$ cat config.mk
export PLATFORM = sky130hd
export DESIGN_NAME = crc_packet_fragmenter
export DESIGN_NICKNAME = d
export VERILOG_FILES = /design/src/hdl/cpf_pkg.sv /design/src/hdl/cpf_front.sv /design/src/hdl/cpf_queue.sv /design/src/hdl/cpf_back.sv /design/src/hdl/crc_packet_fragmenter.sv
export VERILOG_INCLUDE_DIRS = /design/src /design/src/hdl
export SDC_FILE = /design/constraint.sdc
export NUM_CORES = 1
export LEC_CHECK = 0
export BUFFER_PORTS_ARGS = -buffer_cell sky130_fd_sc_hd__buf_2
export CAP_MARGIN = 25
export CORE_ASPECT_RATIO = 0.6
export CORE_MARGIN = 1
export CORE_UTILIZATION = 60
export DETAILED_ROUTE_END_ITERATION = 8
export HOLD_SLACK_MARGIN = 0.1
export PLACE_DENSITY_LB_ADDON = 0.15
export SYNTH_ARGS = -nofsm -noshare
export SYNTH_HDL_FRONTEND = slang
export SYNTH_SLANG_ARGS = --single-unit
$ cat constraint.sdc
create_clock -name clk -period 5.6 [get_ports clk]
set_input_delay 0.56 -clock clk [delete_from_list [all_inputs] [get_ports clk]]
set_output_delay 0.56 -clock clk [all_outputs]
set_load 0.03 [all_outputs]
$ cat src/hdl/crc_packet_fragmenter_assert.svh
// Assertion macros for the CRC packet fragmenter.
// Expects clk and rst_n in the scope of each use.
`ifndef CRC_PACKET_FRAGMENTER_ASSERT_SVH
`define CRC_PACKET_FRAGMENTER_ASSERT_SVH

// Condition must hold whenever the antecedent holds
`define CPF_ASSERT_IMPL(lbl, ante, cons) \
  lbl: assert property (@(posedge clk) disable iff (!rst_n) (ante) |-> (cons)) \
    else $error("%m: assertion failed");

// Condition must never hold
`define CPF_ASSERT_NEVER(lbl, expr) \
  lbl: assert property (@(posedge clk) disable iff (!rst_n) !(expr)) \
    else $error("%m: assertion failed");

`endif

$ cat src/hdl/cpf_pkg.sv
// Shared types, constants and the CRC step function of the packet fragmenter.
// No dependencies; imported by every module of the block.
`default_nettype none

package cpf_pkg;

  // Request commands
  localparam logic CMD_START = 1'b0;
  localparam logic CMD_BYTE  = 1'b1;

  // Configuration register indexes and address width
  localparam int unsigned CFG_AW   = 3;
  localparam logic        REG_DEST = 1'b0;
  localparam logic        REG_SRC  = 1'b1;

  // Packet constants
  localparam logic [7:0]  HDR_MARK       = 8'hAA;
  localparam logic [7:0]  STATUS_RESERVE = 8'h20;
  localparam logic [7:0]  STATUS_NONE    = 8'h00;
  localparam logic [15:0] CRC_INIT       = 16'hFFFF;

  // Job queue sizing
  localparam int unsigned QDEPTH = 4;
  localparam int unsigned QPTR_W = 2;
  localparam int unsigned QCNT_W = 3;

  // Output byte sequence steps within one job
  typedef logic [3:0] step_t;
  localparam step_t STEP_DATA        = 4'd0;
  localparam step_t STEP_HDR_MARK    = 4'd1;
  localparam step_t STEP_HDR_ROUTE   = 4'd2;
  localparam step_t STEP_HDR_ID      = 4'd3;
  localparam step_t STEP_HDR_LEN     = 4'd4;
  localparam step_t STEP_HDR_TOTAL   = 4'd5;
  localparam step_t STEP_HDR_SERIAL  = 4'd6;
  localparam step_t STEP_HDR_SERVICE = 4'd7;
  localparam step_t STEP_HDR_STATUS  = 4'd8;
  localparam step_t STEP_CRC_LO      = 4'd9;
  localparam step_t STEP_CRC_HI      = 4'd10;

  // One classified request: what the back end has to emit
  typedef struct packed {
    logic        has_data;
    logic        data_end;
    logic        has_hdr;
    logic        has_crc;
    logic [7:0]  data;
    logic [7:0]  hdr_len;
    logic [7:0]  serial;
    logic [7:0]  total;
    logic [7:0]  sync;
    logic [7:0]  service;
    logic        reserve;
    logic [15:0] crc;
  } job_t;

  // Queue status seen by both ends
  typedef struct packed {
    logic full;
    logic empty;
  } q_stat_t;

  // CRC-16/CCITT-FALSE, one byte
  function automatic logic [15:0] crc_update(input logic [15:0] crc_in,
                                             input logic [7:0]  b);
    logic [15:0] c;
    c = {crc_in[7:0], crc_in[15:8]} ^ {8'h00, b};
    c = c ^ {12'h000, c[7:4]};
    c = c ^ {c[3:0], 12'h000};
    c = c ^ {3'b000, c[7:0], 5'b00000};
    return c;
  endfunction

endpackage

`default_nettype wire

$ cat src/hdl/cpf_front.sv
// Front end: accepts requests, tracks message state, builds one job per request that it does not drop.
// Depends on cpf_pkg; feeds cpf_queue.
`default_nettype none

module cpf_front import cpf_pkg::*; #(
  parameter int MAX_CHUNK = 128
) (
  input  logic        clk,
  input  logic        rst_n,
  input  logic        in_valid,
  output logic        in_ready,
  input  logic        in_command,
  input  logic [7:0]  in_data_byte,
  input  logic [15:0] in_msg_length,
  input  logic [7:0]  in_sync_id,
  input  logic [7:0]  in_service_id,
  input  logic        in_reserve,
  input  q_stat_t     q_stat,
  output logic        q_push,
  output job_t        q_job
);

  // Reciprocal for length / MAX_CHUNK; exact for 16-bit lengths and chunks below 256
  localparam logic [24:0] RECIP     = 25'((2**24 + MAX_CHUNK - 1) / MAX_CHUNK);
  localparam logic [7:0]  CHUNK_LEN = 8'(MAX_CHUNK);
  localparam logic [15:0] CHUNK_LIM = 16'(MAX_CHUNK);

  function automatic logic [7:0] chunk_len(input logic [15:0] left);
    logic [7:0] len;
    if (left < CHUNK_LIM) begin
      len = left[7:0] + 8'd2;
    end else begin
      len = CHUNK_LEN;
    end
    return len;
  endfunction

  logic [15:0] crc_r, crc_nxt;
  logic [15:0] left_r, left_nxt;
  logic [7:0]  fill_r, fill_nxt;
  logic [7:0]  serial_r, serial_nxt;
  logic [7:0]  quo_r, quo_nxt;
  logic [7:0]  sync_r, sync_nxt;
  logic [7:0]  service_r, service_nxt;
  logic        reserve_r, reserve_nxt;
  logic        stg_vld_r, stg_vld_nxt;
  job_t        stg_r, stg_nxt;

  logic        accept;
  logic [15:0] crc_upd;
  logic [15:0] left_dec;
  logic [7:0]  fill_inc;
  logic        chunk_done;
  logic [40:0] prod;

  // Staged job leaves when the queue has room
  assign q_push   = stg_vld_r && !q_stat.full;
  assign in_ready = !stg_vld_r || !q_stat.full;
  assign accept   = in_valid && in_ready;

  assign crc_upd    = crc_update(crc_r, in_data_byte);
  assign left_dec   = left_r - 16'd1;
  assign fill_inc   = fill_r + 8'd1;
  assign chunk_done = (fill_inc == CHUNK_LEN);
  assign prod       = 41'(in_msg_length) * 41'(RECIP);

  // Fill in the packet total from the quotient of the current message
  always_comb begin
    q_job       = stg_r;
    q_job.total = quo_r + 8'd1;
  end

  // Classify the request and advance message state
  always_comb begin
    crc_nxt     = crc_r;
    left_nxt    = left_r;
    fill_nxt    = fill_r;
    serial_nxt  = serial_r;
    quo_nxt     = quo_r;
    sync_nxt    = sync_r;
    service_nxt = service_r;
    reserve_nxt = reserve_r;
    stg_nxt     = stg_r;
    stg_vld_nxt = q_push ? 1'b0 : stg_vld_r;
    if (accept) begin
      if (in_command == CMD_START) begin
        crc_nxt          = CRC_INIT;
        left_nxt         = in_msg_length;
        fill_nxt         = 8'd0;
        serial_nxt       = 8'd1;
        quo_nxt          = prod[31:24];
        sync_nxt         = in_sync_id;
        service_nxt      = in_service_id;
        reserve_nxt      = in_reserve;
        stg_nxt          = '0;
        stg_nxt.has_hdr  = 1'b1;
        stg_nxt.has_crc  = (in_msg_length == 16'd0);
        stg_nxt.hdr_len  = chunk_len(in_msg_length);
        stg_nxt.serial   = 8'd1;
        stg_nxt.sync     = in_sync_id;
        stg_nxt.service  = in_service_id;
        stg_nxt.reserve  = in_reserve;
        stg_nxt.crc      = CRC_INIT;
        stg_vld_nxt      = 1'b1;
      end else if (left_r != 16'd0) begin
        // Payload byte of an open message; drop it otherwise
        crc_nxt          = crc_upd;
        left_nxt         = left_dec;
        fill_nxt         = chunk_done ? 8'd0 : fill_inc;
        serial_nxt       = chunk_done ? serial_r + 8'd1 : serial_r;
        stg_nxt          = '0;
        stg_nxt.has_data = 1'b1;
        stg_nxt.data     = in_data_byte;
        stg_nxt.data_end = chunk_done;
        stg_nxt.has_hdr  = chunk_done;
        stg_nxt.has_crc  = (left_dec == 16'd0);
        stg_nxt.hdr_len  = chunk_len(left_dec);
        stg_nxt.serial   = serial_r + 8'd1;
        stg_nxt.sync     = sync_r;
        stg_nxt.service  = service_r;
        stg_nxt.reserve  = reserve_r;
        stg_nxt.crc      = crc_upd;
        stg_vld_nxt      = 1'b1;
      end
    end
  end

  // Control and message state
  always_ff @(posedge clk) begin
    if (!rst_n) begin
      crc_r     <= CRC_INIT;
      left_r    <= 16'd0;
      fill_r    <= 8'd0;
      serial_r  <= 8'd0;
      quo_r     <= 8'd0;
      sync_r    <= 8'd0;
      service_r <= 8'd0;
      reserve_r <= 1'b0;
      stg_vld_r <= 1'b0;
    end else begin
      crc_r     <= crc_nxt;
      left_r    <= left_nxt;
      fill_r    <= fill_nxt;
      serial_r  <= serial_nxt;
      quo_r     <= quo_nxt;
      sync_r    <= sync_nxt;
      service_r <= service_nxt;
      reserve_r <= reserve_nxt;
      stg_vld_r <= stg_vld_nxt;
    end
  end

  // Staged job payload
  always_ff @(posedge clk) begin
    stg_r <= stg_nxt;
  end

endmodule

`default_nettype wire

$ cat src/hdl/cpf_queue.sv
// Job queue between front and back end, a few entries deep.
// Depends on cpf_pkg.
`default_nettype none

module cpf_queue import cpf_pkg::*; (
  input  logic    clk,
  input  logic    rst_n,
  input  logic    push,
  input  job_t    din,
  input  logic    pop,
  output job_t    head,
  output q_stat_t q_stat
);

  job_t              ent_r [QDEPTH];
  logic [QPTR_W-1:0] wr_r, wr_nxt;
  logic [QPTR_W-1:0] rd_r, rd_nxt;
  logic [QCNT_W-1:0] cnt_r, cnt_nxt;

  assign head         = ent_r[rd_r];
  assign q_stat.full  = (cnt_r == QCNT_W'(QDEPTH));
  assign q_stat.empty = (cnt_r == '0);

  // Advance pointers and fill count
  always_comb begin
    wr_nxt  = push ? wr_r + QPTR_W'(1) : wr_r;
    rd_nxt  = pop ? rd_r + QPTR_W'(1) : rd_r;
    cnt_nxt = cnt_r;
    if (push && !pop) begin
      cnt_nxt = cnt_r + QCNT_W'(1);
    end else if (pop && !push) begin
      cnt_nxt = cnt_r - QCNT_W'(1);
    end
  end

  always_ff @(posedge clk) begin
    if (!rst_n) begin
      wr_r  <= '0;
      rd_r  <= '0;
      cnt_r <= '0;
    end else begin
      wr_r  <= wr_nxt;
      rd_r  <= rd_nxt;
      cnt_r <= cnt_nxt;
    end
  end

  // Store the incoming job
  always_ff @(posedge clk) begin
    if (push) begin
      ent_r[wr_r] <= din;
    end
  end

endmodule

`default_nettype wire

$ cat src/hdl/cpf_back.sv
// Back end: expands the head job into stream bytes through an output register.
// Depends on cpf_pkg; reads jobs from cpf_queue.
`default_nettype none

module cpf_back import cpf_pkg::*; (
  input  logic       clk,
  input  logic       rst_n,
  input  job_t       head,
  input  q_stat_t    q_stat,
  output logic       pop,
  input  logic [3:0] dest_id,
  input  logic [3:0] source_id,
  output logic       out_valid,
  input  logic       out_ready,
  output logic [7:0] out_out_byte,
  output logic       out_packet_start,
  output logic       out_packet_end,
  output logic       out_run_last
);

  logic       out_vld_r, out_vld_nxt;
  logic [7:0] byte_r, byte_nxt;
  logic       start_r, start_nxt;
  logic       end_r, end_nxt;
  logic       last_r, last_nxt;
  logic       busy_r, busy_nxt;
  step_t      step_r, step_nxt;

  logic  emit;
  step_t cur_step;
  step_t next_step;
  logic  job_last;

  assign emit = !q_stat.empty && (!out_vld_r || out_ready);
  assign pop  = emit && job_last;

  // Pick the step: first one of a fresh job, else the stored one
  always_comb begin
    if (busy_r) begin
      cur_step = step_r;
    end else if (head.has_data) begin
      cur_step = STEP_DATA;
    end else if (head.has_hdr) begin
      cur_step = STEP_HDR_MARK;
    end else begin
      cur_step = STEP_CRC_LO;
    end
  end

  // Find the following step and whether this byte closes the job
  always_comb begin
    next_step = cur_step + 4'd1;
    job_last  = 1'b0;
    if (cur_step == STEP_DATA) begin
      next_step = head.has_hdr ? STEP_HDR_MARK : STEP_CRC_LO;
      job_last  = !head.has_hdr && !head.has_crc;
    end else if (cur_step == STEP_HDR_STATUS) begin
      next_step = STEP_CRC_LO;
      job_last  = !head.has_crc;
    end else if (cur_step == STEP_CRC_HI) begin
      job_last  = 1'b1;
    end
  end

  // Select the stream byte for this step
  always_comb begin
    byte_nxt  = 8'h00;
    start_nxt = 1'b0;
    end_nxt   = 1'b0;
    unique case (cur_step)
      STEP_DATA: begin
        byte_nxt = head.data;
        end_nxt  = head.data_end;
      end
      STEP_HDR_MARK: begin
        byte_nxt  = HDR_MARK;
        start_nxt = 1'b1;
      end
      STEP_HDR_ROUTE:   byte_nxt = {dest_id, source_id};
      STEP_HDR_ID:      byte_nxt = head.sync;
      STEP_HDR_LEN:     byte_nxt = head.hdr_len;
      STEP_HDR_TOTAL:   byte_nxt = head.total;
      STEP_HDR_SERIAL:  byte_nxt = head.serial;
      STEP_HDR_SERVICE: byte_nxt = head.service;
      STEP_HDR_STATUS:  byte_nxt = head.reserve ? STATUS_RESERVE : STATUS_NONE;
      STEP_CRC_LO:      byte_nxt = head.crc[7:0];
      STEP_CRC_HI: begin
        byte_nxt = head.crc[15:8];
        end_nxt  = 1'b1;
      end
      default: byte_nxt = 8'h00;
    endcase
    last_nxt = job_last;
  end

  // Sequencer and output valid
  always_comb begin
    busy_nxt    = busy_r;
    step_nxt    = step_r;
    out_vld_nxt = out_vld_r && !out_ready;
    if (emit) begin
      busy_nxt    = !job_last;
      step_nxt    = next_step;
      out_vld_nxt = 1'b1;
    end
  end

  always_ff @(posedge clk) begin
    if (!rst_n) begin
      out_vld_r <= 1'b0;
      busy_r    <= 1'b0;
      step_r    <= STEP_DATA;
    end else begin
      out_vld_r <= out_vld_nxt;
      busy_r    <= busy_nxt;
      step_r    <= step_nxt;
    end
  end

  // Output payload register, loaded only when a byte is emitted
  always_ff @(posedge clk) begin
    if (emit) begin
      byte_r  <= byte_nxt;
      start_r <= start_nxt;
      end_r   <= end_nxt;
      last_r  <= last_nxt;
    end
  end

  assign out_valid        = out_vld_r;
  assign out_out_byte     = byte_r;
  assign out_packet_start = start_r;
  assign out_packet_end   = end_r;
  assign out_run_last     = last_r;

endmodule

`default_nettype wire

$ cat src/hdl/crc_packet_fragmenter.sv
// CRC packet fragmenter: turns a message into headed packets with a CRC-16 trailer.
// Usage
//   Input channel (in_valid/in_ready): a start request (command 0) carries the
//   message length, sync id, service id and reserve flag; byte requests
//   (command 1) carry payload. Bytes beyond the length, or with no message
//   open, are dropped and give no result.
//   Output channel (out_valid/out_ready): one stream byte per transfer, with
//   packet start/end marks and a flag on the last byte caused by a request.
//   APB port: dest_id at 0x0, source_id at 0x4; write only while idle.
// Timing
//   The first byte of a request passes the staging register, a queue entry and the output register in turn.
//   The output sequencer emits one byte per cycle while the queue holds a job
//   and out_ready allows it: a mid-chunk payload byte gives one byte (3 when
//   it ends the message), a start gives 8 (10 for an empty message), a byte
//   that closes a chunk gives 9 or 11. Long messages give about 1 + 8/MAX_CHUNK
//   stream bytes per payload byte plus 10 per message.
// Reset and stall
//   rst_n (synchronous, active low) clears message state, the job queue and
//   both registers. A stalled receiver holds the output register; the staging register and
//   the 4-deep job queue keep taking requests until both fill, then in_ready drops.
`default_nettype none

module crc_packet_fragmenter import cpf_pkg::*; #(
  parameter int MAX_CHUNK = 128
) (
  input  logic              clk,
  input  logic              rst_n,
  input  logic              in_valid,
  output logic              in_ready,
  input  logic              in_command,
  input  logic [7:0]        in_data_byte,
  input  logic [15:0]       in_msg_length,
  input  logic [7:0]        in_sync_id,
  input  logic [7:0]        in_service_id,
  input  logic              in_reserve,
  output logic              out_valid,
  input  logic              out_ready,
  output logic [7:0]        out_out_byte,
  output logic              out_packet_start,
  output logic              out_packet_end,
  output logic              out_run_last,
  input  logic              psel,
  input  logic              penable,
  input  logic              pwrite,
  input  logic [CFG_AW-1:0] paddr,
  input  logic [31:0]       pwdata,
  output logic [31:0]       prdata,
  output logic              pready
);

`include "crc_packet_fragmenter_assert.svh"

  logic [3:0] dest_r, dest_nxt;
  logic [3:0] src_r, src_nxt;
  logic       cfg_idx;
  logic       cfg_wr;

  q_stat_t q_stat;
  logic    q_push;
  logic    q_pop;
  job_t    q_job;
  job_t    q_head;

  // Register access
  assign pready  = 1'b1;
  assign cfg_idx = paddr[CFG_AW-1];
  assign cfg_wr  = psel && penable && pwrite;

  always_comb begin
    dest_nxt = dest_r;
    src_nxt  = src_r;
    prdata   = 32'd0;
    unique case (cfg_idx)
      REG_DEST: begin
        prdata = {28'd0, dest_r};
        if (cfg_wr) begin
          dest_nxt = pwdata[3:0];
        end
      end
      REG_SRC: begin
        prdata = {28'd0, src_r};
        if (cfg_wr) begin
          src_nxt = pwdata[3:0];
        end
      end
      default: prdata = 32'd0;
    endcase
  end

  always_ff @(posedge clk) begin
    if (!rst_n) begin
      dest_r <= 4'd0;
      src_r  <= 4'd0;
    end else begin
      dest_r <= dest_nxt;
      src_r  <= src_nxt;
    end
  end

  cpf_front #(
    .MAX_CHUNK(MAX_CHUNK)
  ) u_front (
    .clk          (clk),
    .rst_n        (rst_n),
    .in_valid     (in_valid),
    .in_ready     (in_ready),
    .in_command   (in_command),
    .in_data_byte (in_data_byte),
    .in_msg_length(in_msg_length),
    .in_sync_id   (in_sync_id),
    .in_service_id(in_service_id),
    .in_reserve   (in_reserve),
    .q_stat       (q_stat),
    .q_push       (q_push),
    .q_job        (q_job)
  );

  cpf_queue u_queue (
    .clk   (clk),
    .rst_n (rst_n),
    .push  (q_push),
    .din   (q_job),
    .pop   (q_pop),
    .head  (q_head),
    .q_stat(q_stat)
  );

  cpf_back u_back (
    .clk             (clk),
    .rst_n           (rst_n),
    .head            (q_head),
    .q_stat          (q_stat),
    .pop             (q_pop),
    .dest_id         (dest_r),
    .source_id       (src_r),
    .out_valid       (out_valid),
    .out_ready       (out_ready),
    .out_out_byte    (out_out_byte),
    .out_packet_start(out_packet_start),
    .out_packet_end  (out_packet_end),
    .out_run_last    (out_run_last)
  );

  // Queue never written full or read empty; a packet mark byte never ends a packet
  `CPF_ASSERT_NEVER(a_q_no_overflow, q_push && q_stat.full)
  `CPF_ASSERT_NEVER(a_q_no_underflow, q_pop && q_stat.empty)
  `CPF_ASSERT_IMPL(a_mark_byte, out_valid && out_packet_start, (out_out_byte == HDR_MARK) && !out_packet_end)

endmodule

`default_nettype wire
* Yosys cells after proc, flatten, opt, wreduce, memory -nomap -nowiden
Memory sizes are Yosys's and may differ from the RTL's. A register that Yosys moved wholly into a read port is not among the register bits. Cells that the tools add are included.
Word-level totals: register bits after elaboration 167, RAM bits 276, output and inout port bits 46, memories 1
Memories:
- u_queue.ent_r | words 4, width 69, read ports 1, clocked after Yosys merged registers in 1, wr ports 1, line cpf_queue.sv:15 | job_t ent_r [QDEPTH];
Cells by class: add/subtract/negate cells 11, $lt $le $gt $ge 2, eq/ne operators 14, multiplexer cells 38, bitwise gates (word level) 6, reductions and logical operators 33
Operators with widths (number):
- 8-bit one-hot mux with 11 select lines | 1
- 69-bit 2-to-1 mux | 1
- 66-bit 2-to-1 mux | 1
- 16-bit 2-to-1 mux | 4
- 8-bit 2-to-1 mux | 8
- 32-bit one-hot mux with 2 select lines | 1
- 16-bit zero test | 2
- 16-bit by 8-bit < comparator with 1-bit output, second input constant | 2
- 8-bit by 1-bit adder with 8-bit output, second input constant | 3
- 4-bit 2-to-1 mux | 5
- 8-bit by 2-bit adder with 8-bit output, second input constant | 2
- 4-bit by 3-bit equality test with 1-bit output, second input constant | 4
- 16-bit nonzero test | 1
- 16-bit by 1-bit subtractor with 16-bit output, second input constant | 1
- 16-bit by 13-bit bitwise XOR with 16-bit output | 1
- 16-bit bitwise XOR | 1
- 16-bit by 4-bit bitwise XOR with 16-bit output | 1
- 16-bit by 8-bit bitwise XOR with 16-bit output | 1
- 4-bit equality test, second input constant | 3
- 1-bit 2-to-1 mux | 11
- 1-bit logical AND | 10
- 1-bit zero test | 10
- 4-bit by 2-bit equality test with 1-bit output, second input constant | 2
- 8-bit equality test, second input constant | 1
- other kinds (18) | 27

* Longest topological paths before layout
Gate-level depths: netlist of the first run.
depth in word-level cells 11, mapped depth 18, gate-level depth less buffers 16

* Cells and area by module
A second synthesis of the first run with hierarchy kept.
Unflattened totals: cells, all modules 1280, area, all modules 18851.8 um2
By module, submodules not included:
- cpf_queue | times used 1, cells each 404, area each 10412.5 um2, seq. area each 8468.1 um2
- cpf_front | times used 1, cells each 651, area each 6471.2 um2, seq. area each 3313.2 um2
- cpf_back | times used 1, cells each 158, area each 1387.6 um2, seq. area each 450.4 um2
- crc_packet_fragmenter | times used 1, cells each 67, area each 580.6 um2, seq. area each 160.2 um2

* Least setup slack after synthesis of the first run
OpenSTA, ideal clock, no wires.
path type register to register, from register with a tool-made name, to register u_queue.cnt_r[2], data arrival time 4377 ps, required time 5530 ps, setup slack 1153 ps, cell stages (with the launch flop) 19, cells stage by stage dfxtp_1 > clkbuf_1 > buf_1 > mux4_2 > a21oi_1 > inv_1 > ha_1 > clkbuf_1 > a32o_1 > clkbuf_1 > a21oi_1 > inv_1 > nand2_1 > ha_1 > inv_1 > fa_1 > xor2_1 > or3_1 > a21oi_1
RTL lines:
- to (signal assigned) | line cpf_queue.sv:44 | cnt_r <= cnt_nxt;
- to (decl) | line cpf_queue.sv:18 | logic [QCNT_W-1:0] cnt_r, cnt_nxt;

==> results.yml, run 1 <==
sta:
  rsz0062_at_grt: "no"
  max_slew.worst_pin.slew_ns: 1.016
  max_freq_ghz: 0.2381
  setup_viol: 0
  period_share_pct: 75.01
  slew_viol_final: 0
  clock_skew_ns: 0.02066
  tns_ns: 0
  relSlewSlack_pct: 32.28
  hold_viol: 0
  finalWorstPathRequiredPeriod_ns: 4.201
setup_path:
  r2r_slack_ns: 1.40
  crit_arrival_ns: 4.67
  worst_path_max_delay_cell: "mux4_2"
  reg2reg_to: "u_queue.cnt_r[2]"
  worstSetupPathType: "reg -> reg"
  r2r-start: "u_queue.ent_r[3][68]"
  cp.required_ns: 6.07
  worstRegToRegCells: 15
  critPathLaunchType: "flop"
  worstPathCellList: "mux4_2 -> a21oi_1 -> inv_1 -> ha_1 -> nor2b_1 -> a32o_1 -> a21oi_1 -> inv_1 -> nand2_1 -> ha_1 -> inv_1 -> fa_1 -> xor2_1 -> or3_1 -> a21oi_1"
  cp_max_fo: 9
  end_kind: "flop"
  max_stage_delay_ns: 0.52
  crit_start: "u_queue.ent_r[3][68]"
clocking:
  cts_buffers: 40
  ctsResizeCount: 0
  clockBufferDepth: 3
  cts-htree-levels: 2
  post_cts_buffers: 0
  cts-root-buf: "clkbuf_16"
  cts_tree: "built"
  clock_sinks: 445
  holdBufCountCts: 0
  cts.reportedPaths.clkPinSlew_ns: 0.06
  clk_latency_ns: 0.55
grt:
  grt_usage_pct: 26.07
  grt_overflow_total: 0
  grt_pass1_wl_um: 62860
  first_global_vias: 10670
  antenna_found_initial: 1
  use_met2_pct: 36.92
  use_met3_pct: 5.301
  busiest_layer: "met1"
  gr-usage-met1_pct: 41.90
  grt_max_degree: 78
yosys:
  async_reset_ff_share_pct: 0
  synth-edff-count: 348
  seq_area_frac_synth_pct: 66.49
  postSynthCellCount: 1309
  yosysMostFrequentCell: "edfxtp_1"
  synth_area_per_cell_um2: 14.24
  synth.top_cells.by_area: "edfxtp_1, dfxtp_1, mux4_2"
  yosysTopAreaCell: "edfxtp_1"
  yosysUniqueCellTypes: 76
  synth_top_area_share_pct: 56.07
  ys_warn_count: 0
  synth-seq-cells: 445
  synth_common_cells: "edfxtp_1, nand2_1, dfxtp_1"
  yosys_most_used_dff: "edfxtp_1"
  mappedNetlistArea_mm2: 0.01864
power_and_ir_drop:
  powerDensity_mw_per_mm2: 408.3
  ir_drop_mv: 0.1990
  p_leak_nw: 7.099
die:
  fp-row-count: 49
  dieArea_mm2: 0.03179
  ioPinCount: 130
  start_util_pct: 61.66
  dieHeight_um: 138.5
  core_mm2: 0.03023
  die_x_um: 229.5
min_path:
  hold_class: "in -> reg"
  min_path_cells: 3
  hp-start: "in_reserve"
  hold-path-endpoint: "u_front.reserve_r"
routing:
  vias: 10997
  ant_nets: 0
  drtIter0Drc: 1157
  vias_per_cell: 6.082
  first_pass_iters: 5
  wl_um: 40330
  drcViolationCount: 0
  wl_per_cell_um: 22.30
place:
  hpwl_um: 25670
  gp_congestion: 0.8415
  port_buffers: 70
  placed_area_mm2: 0.01924
final_layout:
  drive_gt1_share_pct: 18.00
  finalNetCount: 1469
  num_antenna_cells: 0
  area_growth_syn_to_layout_pct: 11.11
  final_core_util_pct: 68.51
  stdcell_area_mm2: 0.02071
outcome:
  status: "completed"
run:
  max-cap-violations: 0
## logic make-up (layout without fill, tap and decap cells)
| group | after synthesis | after routing | synth area share [%] |
|---|---|---|---|
| multiplexers | 111 | 111 | 10.29 |
| buffers and inverters | 124 | 188 | 3.303 |
| AO/OA/AOI/OAI | 193 | 193 | 6.875 |
| XOR/XNOR | 57 | 57 | 2.679 |
| other | 2 | 29 | 0.04030 |
| adder cells (fa/ha/maj) | 17 | 17 | 1.182 |
| AND/OR/NAND/NOR | 360 | 360 | 9.144 |
| flip-flops | 445 | 445 | 66.49 |
## state kept, by name (all words and copies together) (netlist names), 16 cells and up, named ones only
register and flops:
u_queue.ent_r 276, u_front.q_job 61, u_front.crc_r 16, u_front.left_r 16
## metal layers
metal	routed length (um)	vias up
met1	19060	5494
met3	3567	38
met2	17240	431
met5	0	-
li1	-	5034
met4	457	0
## area by class of cell
type / count / area (um^2)
inverter: 26 / 100.1
clock inverter: 12 / 168.9
clock buffer: 62 / 1186
tap: 408 / 510.5
sequential: 445 / 12400
fill: 2059 / 9518
multi-input combinational: 767 / 5747
timing repair buffer: 88 / 598.1
## critical path, delay by kind of cell, from the launching register on
family                   cells  cell delay [ns]
AO/OA/AOI/OAI                4             1.19
XOR/XNOR                     1             0.18
adder cells (fa/ha/maj)      3             0.97
buffers and inverters        3             0.29
flip-flops                   1             0.39
multiplexers                 1             0.52
AND/OR/NAND/NOR              3             0.61
## cells in the final DEF, fill, tap and decap left out, drive strengths merged, types with 6 or more instances in the layout
| cell type | count |
|---|---|
| nor4 | 7 |
| a32oi | 12 |
| mux2 | 24 |
| buf | 88 |
| inv | 27 |
| xnor2 | 38 |
| mux2i | 25 |
| and3 | 6 |
| clkinv | 6 |
| mux4 | 62 |
| nor3 | 14 |
| xor2 | 19 |
| a22oi | 8 |
| ha | 16 |
| edfxtp | 348 |
| nand2 | 161 |
| o22ai | 17 |
| clkbuf | 62 |
| a211oi | 6 |
| and2 | 23 |
| dfxtp | 97 |
| o21ai | 28 |
| nand3 | 42 |
| or3 | 6 |
| a32o | 9 |
| conb | 29 |
| nand4 | 10 |
| a21oi | 67 |
| nor2 | 59 |
## power by group
group	total, W	switching (W)	leakage (nW)	internal [W]
clock	0.00282	0.00117	0.660	0.00165
sequential	0.00415	0.000188	4.01	0.00396
combinational	0.00148	0.000954	2.43	0.000530
total	0.00846	0.00232	7.10	0.00614
## how the worst max path moves through the flow
stage,to,slack (ns),depth (start not counted)
2_1_floorplan,u_queue.cnt_r[2],1.15,18
3_3_place_gp,u_queue.cnt_r[2],1.55,13
3_5_place_dp,u_queue.cnt_r[2],1.49,13
4_1_cts,u_queue.cnt_r[2],1.47,13
5_1_grt,u_queue.cnt_r[2],1.12,13
6_report,u_queue.cnt_r[2],1.40,15
## per-stage QoR
step	worst slack (ns)	total power, W	hold WS [ns]	cells
final	1.399	0.008456	0.2571	1808
after floorplan	1.153	0.005223	0.4329	1336
after detailed placement	1.491	0.005684	0.4435	1730
after global routing	1.117	0.008771	0.2666	1808
after CTS	1.468	0.008483	0.2439	1804
after global placement	1.548	0.005635	0.4379	1728
Power figures use the tool's default switching activity.
==> run 2, diff against run 1 <==
--- a/config.mk
+++ b/config.mk
@@ -10,7 +10,7 @@
 export CAP_MARGIN = 25
 export CORE_ASPECT_RATIO = 0.6
 export CORE_MARGIN = 1
-export CORE_UTILIZATION = 60
+export CORE_UTILIZATION = 54
 export DETAILED_ROUTE_END_ITERATION = 8
 export HOLD_SLACK_MARGIN = 0.1
 export PLACE_DENSITY_LB_ADDON = 0.15
==> constraint.sdc (replaced) <==
create_clock -name clk -period 3.4 [get_ports clk]
set_input_delay 0.34 -clock clk [delete_from_list [all_inputs] [get_ports clk]]
set_output_delay 0.34 -clock clk [all_outputs]
set_load 0.03 [all_outputs]
==> results.yml, run 2 (synthesis gave the netlist of run 1 again) <==
final_layout:
  finalNetCount: 1517
  multi_input_area_mm2: 0.005806
  regArea_mm2: 0.01240
  area_growth_syn_to_layout_pct: 14.15
  nFillCells: 2554
  layout_common_cells: "edfxtp_1, nand2_1, dfxtp_1, buf_2, a21oi_1"
  stdcell_area_mm2: 0.02127
  largest_reg_flops: 276
  regMostFlops: "u_queue.ent_r"
  drive_gt1_share_pct: 19.36
  layout.cells.most_common: "edfxtp_1"
  num_antenna_cells: 0
clocking:
  clk_latency_ns: 0.54
  cts-htree-levels: 2
  cts.reportedPaths.clkPinSlew_ns: 0.06
  clockBufferDepth: 3
  clock_sinks: 445
  cts-root-buf: "clkbuf_16"
  cts_tree: "built"
  cts_buffers: 40
die:
  dieArea_mm2: 0.03528
  fp-row-count: 52
  start_util_pct: 55.09
  ioPinCount: 130
  die_x_um: 241.8
  core_mm2: 0.03383
  dieHeight_um: 145.9
sta:
  layout_setup_ws_ns: 0.08379
  max_freq_ghz: 0.3015
  slew_viol_final: 0
  setup_viol: 0
  rsz0062_at_grt: "yes"
  period_share_pct: 97.54
  max_slew.worst_pin.slew_ns: 0.8619
  hold_viol: 0
  clock_skew_ns: 0.01760
  relSlewSlack_pct: 42.29
  finalWorstPathRequiredPeriod_ns: 3.316
grt:
  gr-usage-met1_pct: 40.26
  use_met2_pct: 32.43
  use_met3_pct: 3.559
  grt_max_degree: 78
  busiest_layer: "met1"
  grt_usage_pct: 23.85
  grt_overflow_total: 0
  grt_pass1_wl_um: 63800
  antenna_found_initial: 0
  first_global_vias: 10564
place:
  port_buffers: 70
  hpwl_um: 26920
  gp_congestion: 0.8669
  placed_area_mm2: 0.01955
  pre_cts_slack_ns: 0.04379
routing:
  first_pass_iters: 5
  vias: 11075
  drcViolationCount: 0
  ant_nets: 0
  wl_per_cell_um: 21.89
  wl_um: 41710
  drtIter0Drc: 1033
  vias_per_cell: 5.814
setup_path:
  critPathLaunchType: "flop"
  worstSetupPathType: "reg -> reg"
  cp_max_fo: 4
  cp.required_ns: 3.85
  end_kind: "flop"
  crit_arrival_ns: 3.77
outcome:
  status: "completed"
min_path:
  hold_class: "in -> reg"
power_and_ir_drop:
  p_leak_nw: 7.334
  finalPower_w: 0.01424
  ir_drop_mv: 0.5950
  powerDensity_mw_per_mm2: 669.4
run:
  max-cap-violations: 0
-- run 2: layout make-up --
| type | count | area share, % |
|---|---|---|
| Tap cell | 459 | 2.700 |
| Sequential cell | 445 | 58.27 |
| Multi-Input combinational cell | 767 | 27.29 |
| Clock inverter | 17 | 1.229 |
| Clock buffer | 55 | 5.311 |
| Timing Repair Buffer | 136 | 4.729 |
| Inverter | 26 | 0.4705 |
-- run 2: repair_timing --
item | CTS | global route
hold buffers | 29 | 0
endpoints found under the hold margin | 34 | 0
buffers inserted | 0 | 3
setup endpoints to repair | 0 | 2
gates resized for setup | 0 | 5
-- run 2: routing by layer --
layer	wire length, um	share of wire, %
met5	0	0
met4	588	1.4
met3	2827	6.8
met2	17100	41
met1	21190	51
-- run 2: through the flow --
stage	std cells	hold WS [ns]	TNS (ns)	util, %
2_1_floorplan	1336	0.4329	-0.06386	-
3_3_place_gp	1801	0.4374	0	57.79
3_5_place_dp	1801	0.4436	0	57.79
4_1_cts	1902	0.1048	0	62.76
5_1_grt	1905	0.1290	-0.02675	62.88
6_report	1905	0.1263	0	62.88
-- run 2: worst paths after layout --
path                         from                 to  slack, ns  cells after the start
max          u_queue.ent_r[2][68]   u_queue.cnt_r[2]       0.08                     15
min               in_data_byte[5]  u_front.q_job[62]       0.13                      2
min reg2reg     u_front.sync_r[6]  u_front.sync_r[6]       0.45                      2
max reg2reg  u_queue.ent_r[2][68]   u_queue.cnt_r[2]       0.08                     15
-- run 2: critical path, cell delays in order (launching register included) --
cell      delay [ns]
edfxtp_1        0.41
mux4_2          0.54
a21oi_4         0.19
inv_2           0.07
ha_4            0.17
nor2b_1         0.14
a32o_2          0.26
a21oi_4         0.19
inv_2           0.07
nand2_4         0.09
ha_4            0.15
inv_2           0.04
fa_2            0.33
xor2_1          0.15
or3_1           0.30
a21oi_1         0.15
-- run 2: power breakdown --
part / total [W] / switching, W / internal, W / leakage (nW)
Clock: 0.00481 / 0.00195 / 0.00286 / 0.676
Sequential: 0.00683 / 0.000314 / 0.00652 / 4.01
Combinational: 0.00260 / 0.00162 / 0.000975 / 2.65
